<file path="src/hw/rtl/psc_pkg.sv">
// Shared types, register indexes and widths for the speed PID controller.
`timescale 1ns / 1ps

package psc_pkg;

  localparam int unsigned SPEED_W = 16;
  localparam int unsigned GAIN_W  = 16;
  localparam int unsigned ERR_W   = 17;
  localparam int unsigned DELTA_W = 18;
  localparam int unsigned ACC_W   = 32;
  localparam int unsigned DRIVE_W = 32;
  localparam int unsigned ADDR_W  = 5;
  localparam int unsigned DATA_W  = 32;

  typedef logic [SPEED_W-1:0]        speed_t;
  typedef logic [GAIN_W-1:0]         gain_t;
  typedef logic signed [ERR_W-1:0]   err_t;
  typedef logic signed [DELTA_W-1:0] delta_t;
  typedef logic signed [ACC_W-1:0]   acc_t;
  typedef logic signed [DRIVE_W-1:0] drive_t;

  typedef enum logic [2:0] {
    REG_KP_GAIN    = 3'd0,
    REG_KI_GAIN    = 3'd1,
    REG_KD_GAIN    = 3'd2,
    REG_UPPER      = 3'd3,
    REG_LOWER      = 3'd4,
    REG_SEP_THRESH = 3'd5
  } reg_idx_t;

  localparam gain_t  KP_RESET     = 16'd3917;
  localparam gain_t  KI_RESET     = 16'd845;
  localparam gain_t  KD_RESET     = 16'd1050;
  localparam speed_t UPPER_RESET  = 16'd70;
  localparam speed_t LOWER_RESET  = 16'd10;
  localparam speed_t THRESH_RESET = 16'd80;

  typedef struct packed {
    gain_t  kp_gain;
    gain_t  ki_gain;
    gain_t  kd_gain;
    speed_t upper_limit;
    speed_t lower_limit;
    speed_t separation_threshold;
  } cfg_t;

  typedef struct packed {
    logic   valid;
    err_t   err;
    delta_t delta;
    acc_t   error_sum;
    logic   use_int;
  } err_stage_t;

endpackage

</file>
<file path="src/hw/rtl/psc_cfg_regs.sv">
// APB-style configuration register file for gains, limits and threshold.
`timescale 1ns / 1ps

module psc_cfg_regs
  import psc_pkg::*;
(
  input  logic              clk,
  input  logic              rst_n,
  input  logic              psel,
  input  logic              penable,
  input  logic              pwrite,
  input  logic [ADDR_W-1:0] paddr,
  input  logic [DATA_W-1:0] pwdata,
  output logic [DATA_W-1:0] prdata,
  output logic              pready,
  output cfg_t              cfg
);

  cfg_t     cfg_r;
  cfg_t     cfg_nxt;
  logic     wr_en;
  reg_idx_t idx;
  logic [GAIN_W-1:0] wdata;

  assign pready = 1'b1;
  assign wr_en  = psel && penable && pwrite && pready;
  assign idx    = reg_idx_t'(paddr[ADDR_W-1:2]);
  assign wdata  = pwdata[GAIN_W-1:0];
  assign cfg    = cfg_r;

  always_comb begin
    cfg_nxt = cfg_r;
    if (wr_en) begin
      unique case (idx)
        REG_KP_GAIN:    cfg_nxt.kp_gain              = wdata;
        REG_KI_GAIN:    cfg_nxt.ki_gain              = wdata;
        REG_KD_GAIN:    cfg_nxt.kd_gain              = wdata;
        REG_UPPER:      cfg_nxt.upper_limit          = wdata;
        REG_LOWER:      cfg_nxt.lower_limit          = wdata;
        REG_SEP_THRESH: cfg_nxt.separation_threshold = wdata;
        default:        cfg_nxt = cfg_r;
      endcase
    end
  end

  always_comb begin
    prdata = '0;
    unique case (idx)
      REG_KP_GAIN:    prdata[GAIN_W-1:0] = cfg_r.kp_gain;
      REG_KI_GAIN:    prdata[GAIN_W-1:0] = cfg_r.ki_gain;
      REG_KD_GAIN:    prdata[GAIN_W-1:0] = cfg_r.kd_gain;
      REG_UPPER:      prdata[GAIN_W-1:0] = cfg_r.upper_limit;
      REG_LOWER:      prdata[GAIN_W-1:0] = cfg_r.lower_limit;
      REG_SEP_THRESH: prdata[GAIN_W-1:0] = cfg_r.separation_threshold;
      default:        prdata = '0;
    endcase
  end

  always_ff @(posedge clk) begin
    if (!rst_n) begin
      cfg_r.kp_gain              <= KP_RESET;
      cfg_r.ki_gain              <= KI_RESET;
      cfg_r.kd_gain              <= KD_RESET;
      cfg_r.upper_limit          <= UPPER_RESET;
      cfg_r.lower_limit          <= LOWER_RESET;
      cfg_r.separation_threshold <= THRESH_RESET;
    end else begin
      cfg_r <= cfg_nxt;
    end
  end

endmodule

</file>
<file path="config.mk">
export PLATFORM = sky130hd
export DESIGN_NAME = psc_cfg_regs
export DESIGN_NICKNAME = d
export VERILOG_FILES = /design/src/hw/rtl/psc_pkg.sv /design/src/hw/rtl/psc_cfg_regs.sv
export SDC_FILE = /design/constraint.sdc
export NUM_CORES = 1
export LEC_CHECK = 0
export BUFFER_PORTS_ARGS = -buffer_cell sky130_fd_sc_hd__buf_2
export CAP_MARGIN = 10
export CORE_AREA = 2 2 100 102
export DETAILED_ROUTE_END_ITERATION = 6
export DIE_AREA = 0 0 102 104
export HOLD_SLACK_MARGIN = 0.1
export PLACE_DENSITY = 0.78
export SETUP_SLACK_MARGIN = 0.4
export SYNTH_ARGS = -nofsm -noshare
export SYNTH_HDL_FRONTEND = slang
export SYNTH_SLANG_ARGS = --single-unit
export TNS_END_PERCENT = 20
</file>
<file path="constraint.sdc">
create_clock -name clk -period 1.8 [get_ports clk]
set_clock_uncertainty 0.15 [all_clocks]
set_input_delay 0.27 -clock clk [delete_from_list [all_inputs] [get_ports clk]]
set_output_delay 0.27 -clock clk [all_outputs]
set_load 0.01 [all_outputs]
</file>
* After elaboration in Yosys (flattened, before gate mapping)
Cells that the tools add are included.
** Cells by class
- Reductions and logical operators :: 9
- Mux-type cells :: 1
- Equal/unequal tests :: 5
** Operator list (number)
- $pmux 16 s6 :: 1
- $reduce_and 2->1 :: 6
- $eq 3x2->1 const B :: 2
- $eq 3x3->1 const B :: 2
- $eq 3x1->1 const B :: 1
- $logic_not 3->1 :: 1
- $logic_and 1x1->1 :: 2
** Storage, ports and cells
- Input port bits :: 42
- Word-level logic and storage cells :: 21
- Register bits :: 96
- Output and inout port bits :: 129

* Logic depth before layout (Yosys ltp)
- Word-level depth :: 3
- Gate-level depth with buffers :: 6
- Depth with buffers taken out :: 3

* Worst setup path after synthesis
Ideal clock, no wire load.
- Path kind :: in2out
- From :: in paddr[2]
- To :: out prdata[2]
- Slack :: 0.072 ns
- Arrival :: 1.308 ns
- Required time :: 1.380 ns
- Stages on the path :: 5
- Cell sequence :: buf_2 buf_2 mux2_2 a22oi_1 o21ai_0
** On the way
- Cells in the longest elaborated chain, start to end :: 2
- Elaborated cells between the ends (all ways) :: 7
- Those cells by class :: 5 x eq/ne; 1 x mux; 1 x reduce/logical
** RTL lines
- start, declared :: line psc_cfg_regs.sv:12 : input logic [ADDR_W-1:0] paddr,
- $eq 3x3->1 (tied with other cells) :: line psc_cfg_regs.sv:48 : unique case (idx)
- $pmux 16 s6 (*) :: line psc_cfg_regs.sv:48
- end, declared :: line psc_cfg_regs.sv:14 : output logic [DATA_W-1:0] prdata,
Every way passes the cells marked *; elsewhere a longest branch is shown, timed or not.

* Final worst setup path
- From :: reg cfg_r (netlist bit cfg[81])
- To :: out prdata[1]
** On the way
- Cells in the longest elaborated chain, start to end :: 1
** RTL lines
- start, declared :: line psc_cfg_regs.sv:19 : cfg_t cfg_r;
- start signal, assigned :: line psc_cfg_regs.sv:68 : cfg_r <= cfg_nxt;
- $pmux 16 s6 :: line psc_cfg_regs.sv:48
No other way between the ends.

==> out/metrics.yaml <==
status: "finished with violations"
violations: "negative setup slack"
vias_per_cell: 5.45
stdcell_area_um2: 6270
htree_levels: 3
synth.area.top_cells: "dfxtp_1 42%, mux2i_1 19%, nand2_1 7.5%"
endpoint_kind: "primary output"
row_count: 36
synth_cell_type_count: 34
synth_edf_count: 0
syn_inst: 478
num_antenna_cells: 0
fin_cells: 797
grt_pass1_wl_um: 22100
cts_tree: "yes"
critPathKind: "reg -> out"
grt.total_usage_pct: 26.7
dieHeight_um: 104
finalWirelength_um: 14400
yosys.area.top_type: "dfxtp_1"
p_per_area_nw_per_um2: 677
synth_seq_cells: 96
postSynthAreaPerCell_um2: 9.55
layout_min_cycle_time_ps: 1860
cts_buffers: 9
ctsLongestPathBuffers: 2
drtAntennaViolNets: 0
die_x_um: 102
synth.most_common_cell: "dfxtp_1"
grt_remaining_overflow: 0
crit_start: "cfg[81]$_SDFFE_PN0P_"
syn-cell-area_um2: 4560
clk_pin_slew_ps: 90
firstDrtPassIters: 7
nets: 701
timing.rr.start: "cfg[73]$_SDFFE_PN1P_"
vdd_ir_drop_max_mv: 0.459
place_area_um2: 5650
timing.final.crit_share_pct: 103
p_leak_uw: 0.00312
drive_gt1_share_pct: 44.6
dr.first_iter.drc_count: 247
ios: 171
start_kind: "flip-flop"
fmax_mhz: 539
fillers: 757
clockRootBuffer: "clkbuf_8"
cp.required_ps: 1380
timing.final.ws_setup_ps: -55.9
ys.flop_type: "dfxtp_1"
core_um2: 9550
largest_reg_flops: 96
rsz0062_at_grt: "yes"
antenna_found_initial: 0
clk_latency_ps: 370
final_max_slew_viol_count: 0
async_flop_share_pct: 0
arrival_ps: 1440
hold_path.class: "in -> reg"
yosys.area.top_type_share_pct: 42.1
ys_top_cells_by_count: "96 x dfxtp_1, 91 x nand2_1, 85 x mux2i_1, 28 x mux2_2"
hpwl_um: 10400
placed_cells: 757
wl_per_cell_um: 18.1
die_area_um2: 10600
vias: 4341
grt_pass1_vias: 4312
port_buffers: 135
ys_seq_area_share_pct: 42.1
hp-start: "pwdata[7]"
finalHoldViolCount: 0
initial_core_util_pct: 47.8
cp_max_fo: 2
drc: 0
grt_max_degree: 40
cap_violations: 0
clock-sinks: 96
gp_congestion: 0.845
syn2layout_area_growth_pct: 37.3
synth-warning-count: 0
setup_viol: 7
## power breakdown
part / internal (uW) / switching (uW) / leakage (uW)
Clock: 813 / 752 / 0.000112
Combinational: 227 / 295 / 0.00223
Sequential: 2140 / 14.8 / 0.000779
Total: 3180 / 1060 / 0.00312
## critical path: stages, from the launching register on
cell and delay (ps):
dfxtp_2 330, mux2_4 270, a32oi_2 140, o211ai_1 150, buf_2 180
## worst paths after layout
kind	to	slack, ps	depth (start not counted)
worst min register to register	cfg[57]$_SDFFE_PN0P_	320	2
worst max register to register	cfg[73]$_SDFFE_PN1P_	840	3
worst max-delay path	prdata[1]	-60	4
worst min-delay path	cfg[23]$_SDFFE_PN0P_	130	3
## repair_timing
action,4_1_cts,5_1_grt
gates resized for setup,48,20
buffers inserted,13,1
pin swaps,11,4
endpoints found under the setup margin,43,58
hold endpoints to repair,30,0
hold buffers,10,0
## cells in the final DEF, fill, tap and decap left out, types with 2 or more instances in the layout
cell	count
buf_2	126
nand2_1	91
mux2i_1	84
dfxtp_1	68
buf_4	53
dfxtp_2	28
mux2_2	20
conb_1	17
inv_1	15
o211ai_1	15
nor2b_1	11
buf_6	11
o21ai_0	10
nand3_1	10
clkbuf_8	10
dlygate4sd3_1	10
mux2_4	9
o21ai_1	9
a22oi_1	8
buf_12	7
a22oi_2	6
a32oi_1	6
o311ai_0	5
clkinv_2	3
nor2b_2	2
a221oi_2	2
a21oi_2	2
nor3_1	2
a221o_1	2
nor3_4	2
nand2_2	2
bufinv_16	2
## metrics by stage
step | total power (uW) | util (%) | setup WS [ps] | hold WS, ps | TNS, ps
after floorplan | 2500 | - | 279 | 268 | 0
after global placement | 2660 | 59.1 | -79.8 | 307 | -1200
after detailed placement | 2670 | 59.1 | -102 | 310 | -2070
after CTS | 4240 | 64.6 | -57.5 | 119 | -273
after global routing | 4360 | 65.6 | -117 | 161 | -843
final | 4240 | 65.6 | -55.9 | 133 | -217
## logic make-up (layout without fill, tap and decap cells)
family / Yosys count / in the layout / synth area share (%)
AND/OR/NAND/NOR: 131 / 131 / 13.6
multiplexers: 114 / 114 / 25.8
flip-flops: 96 / 96 / 42.1
buffers and inverters: 69 / 240 / 8.11
AO/OA/AOI/OAI: 66 / 66 / 10.2
other: 2 / 17 / 0.165
## layout make-up
type / instances / area [um2] / area share (%)
Clock buffer: 10 / 138 / 2.20
Clock inverter: 6 / 82.6 / 1.32
Inverter: 15 / 56.3 / 0.899
Multi-Input combinational cell: 328 / 2450 / 39.1
Sequential cell: 96 / 1960 / 31.2
Tap cell: 133 / 166 / 2.66
Timing Repair Buffer: 209 / 1420 / 22.6
## routing by layer
metal,wire (um),part of all wire [%],global-route usage (%)
met4,365,2.5,11.8
met3,1090,7.6,4.97
met2,6900,48,43.2
met1,6050,42,34.2
met5,0,0,0
Note: power is estimated with default switching activity, not from simulation.
