## src/hw/rtl/psc_pkg.sv

```systemverilog
// Shared types, register indexes and widths for the speed PID controller.
`timescale 1ns / 1ps

package psc_pkg;

  localparam int unsigned SPEED_W = 16;
  localparam int unsigned GAIN_W  = 16;
  localparam int unsigned ERR_W   = 17;
  localparam int unsigned DELTA_W = 18;
  localparam int unsigned ACC_W   = 32;
  localparam int unsigned DRIVE_W = 32;
  localparam int unsigned ADDR_W  = 5;
  localparam int unsigned DATA_W  = 32;

  typedef logic [SPEED_W-1:0]        speed_t;
  typedef logic [GAIN_W-1:0]         gain_t;
  typedef logic signed [ERR_W-1:0]   err_t;
  typedef logic signed [DELTA_W-1:0] delta_t;
  typedef logic signed [ACC_W-1:0]   acc_t;
  typedef logic signed [DRIVE_W-1:0] drive_t;

  typedef enum logic [2:0] {
    REG_KP_GAIN    = 3'd0,
    REG_KI_GAIN    = 3'd1,
    REG_KD_GAIN    = 3'd2,
    REG_UPPER      = 3'd3,
    REG_LOWER      = 3'd4,
    REG_SEP_THRESH = 3'd5
  } reg_idx_t;

  localparam gain_t  KP_RESET     = 16'd3917;
  localparam gain_t  KI_RESET     = 16'd845;
  localparam gain_t  KD_RESET     = 16'd1050;
  localparam speed_t UPPER_RESET  = 16'd70;
  localparam speed_t LOWER_RESET  = 16'd10;
  localparam speed_t THRESH_RESET = 16'd80;

  typedef struct packed {
    gain_t  kp_gain;
    gain_t  ki_gain;
    gain_t  kd_gain;
    speed_t upper_limit;
    speed_t lower_limit;
    speed_t separation_threshold;
  } cfg_t;

  typedef struct packed {
    logic   valid;
    err_t   err;
    delta_t delta;
    acc_t   error_sum;
    logic   use_int;
  } err_stage_t;

endpackage

```

## src/hw/rtl/psc_integrator.sv

```systemverilog
// Input register, error forming and saturating anti-windup integrator.
`timescale 1ns / 1ps

module psc_integrator
  import psc_pkg::*;
(
  input  logic       clk,
  input  logic       rst_n,
  input  logic       adv,
  input  logic       in_valid,
  input  speed_t     setpoint,
  input  speed_t     measured_speed,
  input  cfg_t       cfg,
  output err_stage_t stage
);

  logic   s0_valid_r;
  speed_t sp_r;
  speed_t ms_r;

  acc_t   error_sum_r;
  acc_t   error_sum_nxt;
  err_t   prev_err_r;

  err_t   err;
  logic [SPEED_W-1:0] mag;
  logic   use_int;
  logic   add;
  logic signed [ACC_W:0] sum_wide;
  logic   step;

  err_stage_t stage_r;
  err_stage_t stage_nxt;

  assign step = s0_valid_r && adv;
  assign err  = $signed({1'b0, sp_r}) - $signed({1'b0, ms_r});
  assign mag  = err[ERR_W-1] ? SPEED_W'(-err) : err[SPEED_W-1:0];
  assign use_int = (mag <= cfg.separation_threshold);

  always_comb begin
    priority if (ms_r > cfg.upper_limit) begin
      add = err[ERR_W-1];
    end else if (ms_r < cfg.lower_limit) begin
      add = !err[ERR_W-1] && (err != '0);
    end else begin
      add = 1'b1;
    end
  end

  assign sum_wide = {error_sum_r[ACC_W-1], error_sum_r}
                  + {{(ACC_W+1-ERR_W){err[ERR_W-1]}}, err};

  always_comb begin
    error_sum_nxt = error_sum_r;
    if (use_int && add) begin
      if (sum_wide[ACC_W] != sum_wide[ACC_W-1]) begin
        error_sum_nxt = sum_wide[ACC_W] ? {1'b1, {(ACC_W-1){1'b0}}}
                                        : {1'b0, {(ACC_W-1){1'b1}}};
      end else begin
        error_sum_nxt = sum_wide[ACC_W-1:0];
      end
    end
  end

  always_comb begin
    stage_nxt.valid     = s0_valid_r;
    stage_nxt.err       = err;
    stage_nxt.delta     = DELTA_W'(err) - DELTA_W'(prev_err_r);
    stage_nxt.error_sum = error_sum_nxt;
    stage_nxt.use_int   = use_int;
  end

  assign stage = stage_r;

  always_ff @(posedge clk) begin
    if (!rst_n) begin
      s0_valid_r    <= 1'b0;
      stage_r.valid <= 1'b0;
      error_sum_r   <= '0;
      prev_err_r    <= '0;
    end else if (adv) begin
      s0_valid_r        <= in_valid;
      stage_r.valid     <= stage_nxt.valid;
      stage_r.err       <= stage_nxt.err;
      stage_r.delta     <= stage_nxt.delta;
      stage_r.error_sum <= stage_nxt.error_sum;
      stage_r.use_int   <= stage_nxt.use_int;
      if (step) begin
        error_sum_r <= error_sum_nxt;
        prev_err_r  <= err;
      end
    end
  end

  always_ff @(posedge clk) begin
    if (adv) begin
      sp_r <= setpoint;
      ms_r <= measured_speed;
    end
  end

  a_sum_holds_when_idle: assert property (@(posedge clk) disable iff (!rst_n)
    !step |=> $stable(error_sum_r) && $stable(prev_err_r))
    else $error("integrator state changed without a request");

  a_sum_holds_when_separated: assert property (@(posedge clk) disable iff (!rst_n)
    step && !use_int |=> error_sum_r == $past(error_sum_r))
    else $error("separated request changed the integrator");

  a_prev_err_tracks: assert property (@(posedge clk) disable iff (!rst_n)
    step |=> prev_err_r == $past(err) && stage_r.error_sum == error_sum_r)
    else $error("previous error or stage sum out of step");

endmodule

```

## config.mk

```make
export PLATFORM = sky130hd
export DESIGN_NAME = psc_integrator
export DESIGN_NICKNAME = d
export VERILOG_FILES = /design/src/hw/rtl/psc_pkg.sv /design/src/hw/rtl/psc_integrator.sv
export SDC_FILE = /design/constraint.sdc
export NUM_CORES = 1
export LEC_CHECK = 0
export ABC_CLOCK_PERIOD_IN_PS = 7600
export BUFFER_PORTS_ARGS = -buffer_cell sky130_fd_sc_hd__buf_2
export CAP_MARGIN = 20
export CORE_ASPECT_RATIO = 1.25
export CORE_UTILIZATION = 45
export DETAILED_ROUTE_END_ITERATION = 10
export HOLD_SLACK_MARGIN = 0.02
export PLACE_DENSITY = 0.68
export SLEW_MARGIN = 20
export SYNTH_ARGS = -nofsm -noshare
export SYNTH_HDL_FRONTEND = slang
export SYNTH_SLANG_ARGS = --single-unit
```

## constraint.sdc

```tcl
create_clock -name clk -period 7.6 [get_ports clk]
set_input_delay 0 -clock clk [delete_from_list [all_inputs] [get_ports clk]]
set_output_delay 0 -clock clk [all_outputs]
set_load 0.02 [all_outputs]
```

---- After elaboration in Yosys (flattened, before gate mapping) ----
Index checks and enable logic that the tools add are counted.
operators by class
  $lt $le $gt $ge ......................... 3
  mux-type cells .......................... 6
  add/sub/neg operators ................... 4
  eq/ne operators ......................... 1
  reductions and logical operators ........ 7
operators by type and width
  kind                number
  $mux 32             3
  $add 32x17->33      1
  $sub 17x17->18      1
  $reduce_bool 17->1  1
  $sub 16x16->17      1
  $gt 16x16->1        1
  $le 16x16->1        1
  $lt 16x16->1        1
  $mux 16             1
  $neg 16->16         1
  $reduce_and 2->1    2
  $logic_and 1x1->1   3
  $mux 1              2
  $logic_not 1->1     1
  $ne 1x1->1          1
storage, ports and cells
  input bits .............................. 132
  register bits ........................... 151

---- Depth between registers and ports, before layout ----
  depth after elaboration ................. 7
  mapped depth ............................ 25
  gate-level depth less buffers ........... 22

---- Worst setup path before layout ----
Ideal clock, no wire load.
  path kind ............................... register -> register
  from .................................... register ms_r[0]
  to ...................................... register stage_r (netlist bit stage[29]), data pin
  period minus slack after synthesis ...... 5.176 ns
  stages on the path, launching flop included .. 19
  slack ................................... 2.424 ns
  setup time .............................. 0.260 ns
  required time ........................... 7.340 ns
  data arrival time ....................... 4.916 ns
  cells stage by stage .................... edfxtp_1 -> ha_1 -> fa_1 -> nand2b_1 -> a211oi_1 -> o2111a_1 -> nor4_1 -> o21bai_1 -> xor2_1 -> ha_1 -> nand2_1 -> o21bai_1 -> a2111oi_0 -> a2111oi_0 -> or3_1 -> o221a_2 -> xor2_1 -> maj3_1 -> mux2_2
on the way
  word-level cells in the longest chain between the ends .. 7
ends and longest elaborated chain
  item                                                                 RTL line              source
  from (decl)                                                          psc_integrator.sv:19  speed_t ms_r;
  from (signal assigned)                                               psc_integrator.sv:98  ms_r <= measured_speed;
  $sub 16x16->17 (*)                                                   psc_integrator.sv:36  assign err = $signed({1'b0, sp_r}) - $signed({1'b0, ms_r});
  net err[14]                                                          psc_integrator.sv:25  err_t err;
  parallel branches: the longest is 5 deep, another holds $neg 16->16  --
  $mux 32 (*)                                                          psc_integrator.sv:55  if (use_int && add) begin
  net error_sum_nxt[28]                                                psc_integrator.sv:22  acc_t error_sum_nxt;
  to (decl)                                                            psc_integrator.sv:32  err_stage_t stage_r;
Mark *: on every way through the listed nets, which the timed path passes.
A chain may end at the register's enable or synchronous reset.

---- Worst setup path in the final report ----
  from .................................... register ms_r[0]
  to ...................................... register stage_r (netlist bit stage[9]), data pin
on the way
  word-level cells in the longest chain between the ends .. 7
ends and longest elaborated chain
  item                                                                    RTL line
  $sub 16x16->17 (*)                                                      psc_integrator.sv:36
  net err[16]                                                             psc_integrator.sv:25
  parallel branches: the longest is 5 deep, another holds $add 32x17->33  --
  $mux 32 (*)                                                             psc_integrator.sv:55
  net error_sum_nxt[8]                                                    psc_integrator.sv:22
Marked as above.

==> flow_metrics.env <==
export IMPL_core_area_mm2=0.0224
export IMPL_synth_compound_area_frac=0.194
export IMPL_antenna_found_initial=7
export IMPL_period_needed_ps=6310
export IMPL_worst_slack_ps=1290
export IMPL_synth_nets=1337
export IMPL_crit_type="flip-flop to flip-flop"
export IMPL_synth_cells=1089
export IMPL_crit_start="ms_r[0]"
export IMPL_cts_root_buffer="clkbuf_16"
export IMPL_std_cell_rows=61
export IMPL_min_path_cells=2
export IMPL_dp_cells=1505
export IMPL_fin_nets=1523
export IMPL_ant_nets=0
export IMPL_route_detailed_drc=0
export IMPL_finalCritPeriodShare=0.831
export IMPL_dp_slack_ps=1300
export IMPL_die_h_um=172
export IMPL_synth_xor_area_share=0.0557
export IMPL_ys_ff_latch=151
export IMPL_power_leakage_nw=5.64
export IMPL_switching_share=0.381
export IMPL_cts_made_buffers=17
export IMPL_finalSetupViolations=0
export IMPL_worstRegToRegCells=20
export IMPL_wl_per_cell_um=16.7
export IMPL_syn_mean_instance_area_um2=9.53
export IMPL_synth_fa_ha_area_frac=0.144
export IMPL_ys_seq_area_frac=0.388
export IMPL_reg2reg_slack_ps=1290
export IMPL_dpl_hpwl_um=19200
export IMPL_cts_buffer_depth=2
export IMPL_place_gp_congestion=0.916
export IMPL_die_x_um=138
export IMPL_hold_violations=0
export IMPL_netlist_cell_type_count=77
export IMPL_htree_num_levels=4
export IMPL_peakVddDrop_mv=0.191
export IMPL_power_density_mw_per_mm2=287
export IMPL_clkSinkCount=151
export IMPL_cp_required_ps=7770
export IMPL_hold_start="adv"
export IMPL_synth_top_family_by_area="compound AO/OA/AOI/OAI gates"
export IMPL_synthArstFlopShare=0
export IMPL_cts_resized=0
export IMPL_rr_endpoint="stage[9]"
export IMPL_fin_cells=1573
export IMPL_clock_latency_ps=440
export IMPL_grt_pass1_wl_um=42400
export IMPL_finalClockSkew_ps=13.2
export IMPL_overflow=0
export IMPL_worstSetupEndpointType="flip-flop"
export IMPL_vias=8594
export IMPL_die_area_mm2=0.0237
export IMPL_area_growth_pct=19.4
export IMPL_tightest_slew_ps=1090
export IMPL_crit_path_max_incr_delay_ps=500
export IMPL_synthFlopType="edfxtp_1"
export IMPL_fillers=2043
export IMPL_yosysTopAreaCell="edfxtp_1"
export IMPL_synth_top_cell_area_share=0.289
export IMPL_grt_max_degree=69
export IMPL_synth_top_cells_by_area="edfxtp_1 29%, ha_1 14%, dfxtp_1 9.8%"
export IMPL_port_buffer_count=152
export IMPL_yosys_warnings=0
export IMPL_drive_above_1_share=0.174
export IMPL_report_final_slew_viol_count=0
export IMPL_grt_use_total=0.234
export IMPL_final_util=0.552
export IMPL_p_int_mw=2.20
export IMPL_first_iter_violations=441
export IMPL_finalPower_mw=3.56
export IMPL_clk_pin_slew_ps=70
export IMPL_critical_path_arrival_ps=6480
export IMPL_post_synth_and_or_nand_nor_area_fraction=0.125
export IMPL_first_global_vias=8806
export IMPL_power_frac_clock=0.235
export IMPL_boundaryPins=201
export IMPL_worstSetupStartpointType="flip-flop"
export IMPL_relSlewSlack=0.269
export IMPL_crit_path_cell_trace="ha_1 -> fa_1 -> nand2b_1 -> a211oi_1 -> o2111a_1 -> nor4_1 -> o21bai_1 -> a31o_2 -> inv_2 -> ha_1 -> a21o_1 -> a21oi_1 -> o21ai_0 -> a21o_1 -> a2111oi_0 -> a22oi_1 -> o21bai_1 -> buf_4 -> a31o_2 -> mux2_1"
export IMPL_post_cts_buffers=0
export IMPL_seqPwrFrac=0.307
export IMPL_power_switching_mw=1.36
export IMPL_routed_wl_um=26200
export IMPL_tritoncts="yes"
export IMPL_hold_class="input port to flip-flop"
export IMPL_cp_slowest_cell="a211oi_1"
export IMPL_hold_end="ms_r[12]"
export IMPL_outcome="complete, no violations"
export IMPL_synth_edf_count=100
export IMPL_synth_area_mm2=0.0104
export IMPL_viasPerCell=5.46
export IMPL_fmax_ghz=0.158
export IMPL_pwr_share_comb=0.457
export IMPL_initial_core_util=0.463
export IMPL_drv_cap=0
export IMPL_cp_max_fo=27
export IMPL_rsz0062_at_grt="no"
export IMPL_first_pass_iters=5
export IMPL_synthMuxAreaShare=0.0366
export IMPL_timing_rr_start="ms_r[0]"
export IMPL_fin_tns_setup_ps=0
==> layer usage <==
metal,vias to the layer above,wire (um),track usage
met5,-,37,0
met3,41,1220,0.0522
met2,215,13900,0.441
li1,4328,-,-
met1,4004,10400,0.248
met4,6,685,0.0907
==> power by group through the flow <==
stage,clock [mW],combinational [mW],sequential [mW]
detailed placement,0,1.60,1.11
floorplan,0,1.11,1.19
CTS,0.855,1.63,1.10
global placement,0,1.58,1.11
global route,0.882,1.80,1.11
finish,0.839,1.63,1.10
==> state kept, by name, indices dropped and copies added, names as in the netlist <==
name         cells
sp_r            16
error_sum_r     32
prev_err_r      17
ms_r            16
s0_valid_r       1
stage           69
==> cells by family (layout without fill, tap and decap cells) <==
logic type	Yosys count	count (layout)
multiplexers	35	35
AND/OR/NAND/NOR	255	255
other	0	2
buffers and inverters	150	349
AO/OA/AOI/OAI	314	314
XOR/XNOR	66	66
adder cells (fa/ha/maj)	118	118
flip-flops	151	151
==> through the flow <==
step | hold WS [ps] | area [um2]
2_1_floorplan | 98.9 | 10400
3_3_place_gp | 176 | 11500
3_5_place_dp | 178 | 11500
4_1_cts | 153 | 12400
5_1_grt | 179 | 12400
6_report | 159 | 12400
==> cell usage in the layout, fill, tap and decap left out, types with 34 or more instances in the layout <==
| cell type | count |
|---|---|
| nor2_1 | 52 |
| a21o_1 | 53 |
| a21oi_1 | 100 |
| ha_1 | 113 |
| dlygate4sd3_1 | 34 |
| buf_2 | 152 |
| nor3_1 | 36 |
| inv_1 | 113 |
| o21ai_0 | 56 |
| xnor2_1 | 42 |
| edfxtp_1 | 100 |
| nand2_1 | 62 |
| dfxtp_1 | 51 |
==> worst max path at each step <==
stage / depth (start not counted) / endpoint / slack (ps)
5_1_grt: 19 / stage[9] / 730
2_1_floorplan: 18 / stage[29] / 2420
4_1_cts: 19 / stage[9] / 1260
6_report: 20 / stage[9] / 1290
3_5_place_dp: 20 / stage[9] / 1300
3_3_place_gp: 20 / stage[9] / 1350
==> critical path: cells and delay by family (launching register included) <==
family | cells | cell delay [ps]
AO/OA/AOI/OAI | 12 | 3370
adder cells (fa/ha/maj) | 3 | 1110
buffers and inverters | 2 | 560
flip-flops | 1 | 410
multiplexers | 1 | 330
AND/OR/NAND/NOR | 2 | 260
==> synth_stat cells, types with 11 or more instances <==
master	count
a211oi_1	13
a21o_1	53
a21oi_1	100
clkbuf_1	22
dfxtp_1	51
edfxtp_1	100
ha_1	113
inv_1	113
mux2_1	19
mux2i_1	11
nand2_1	62
nand2b_1	18
nand3_1	27
nor2_1	52
nor3_1	36
o21a_1	14
o21ai_0	56
xnor2_1	42
xor2_1	24
==> layout make-up <==
cell class                 instances  area, um2  area share
sequential                       151       4020       0.325
antenna                            2       5.00    0.000404
inverter                         115        432      0.0348
multi-input combinational        788       5780       0.466
clock inverter                     9       61.3     0.00495
timing repair buffer             202       1220      0.0985
tap                              283        354      0.0286
clock buffer                      23        522      0.0421
==> timing repair <==
action | CTS | global route
hold buffers | 34 | 0
setup endpoints to repair | 0 | 0
hold endpoints to repair | 41 | 0
No activity file was read; power rests on OpenSTA's default activity.
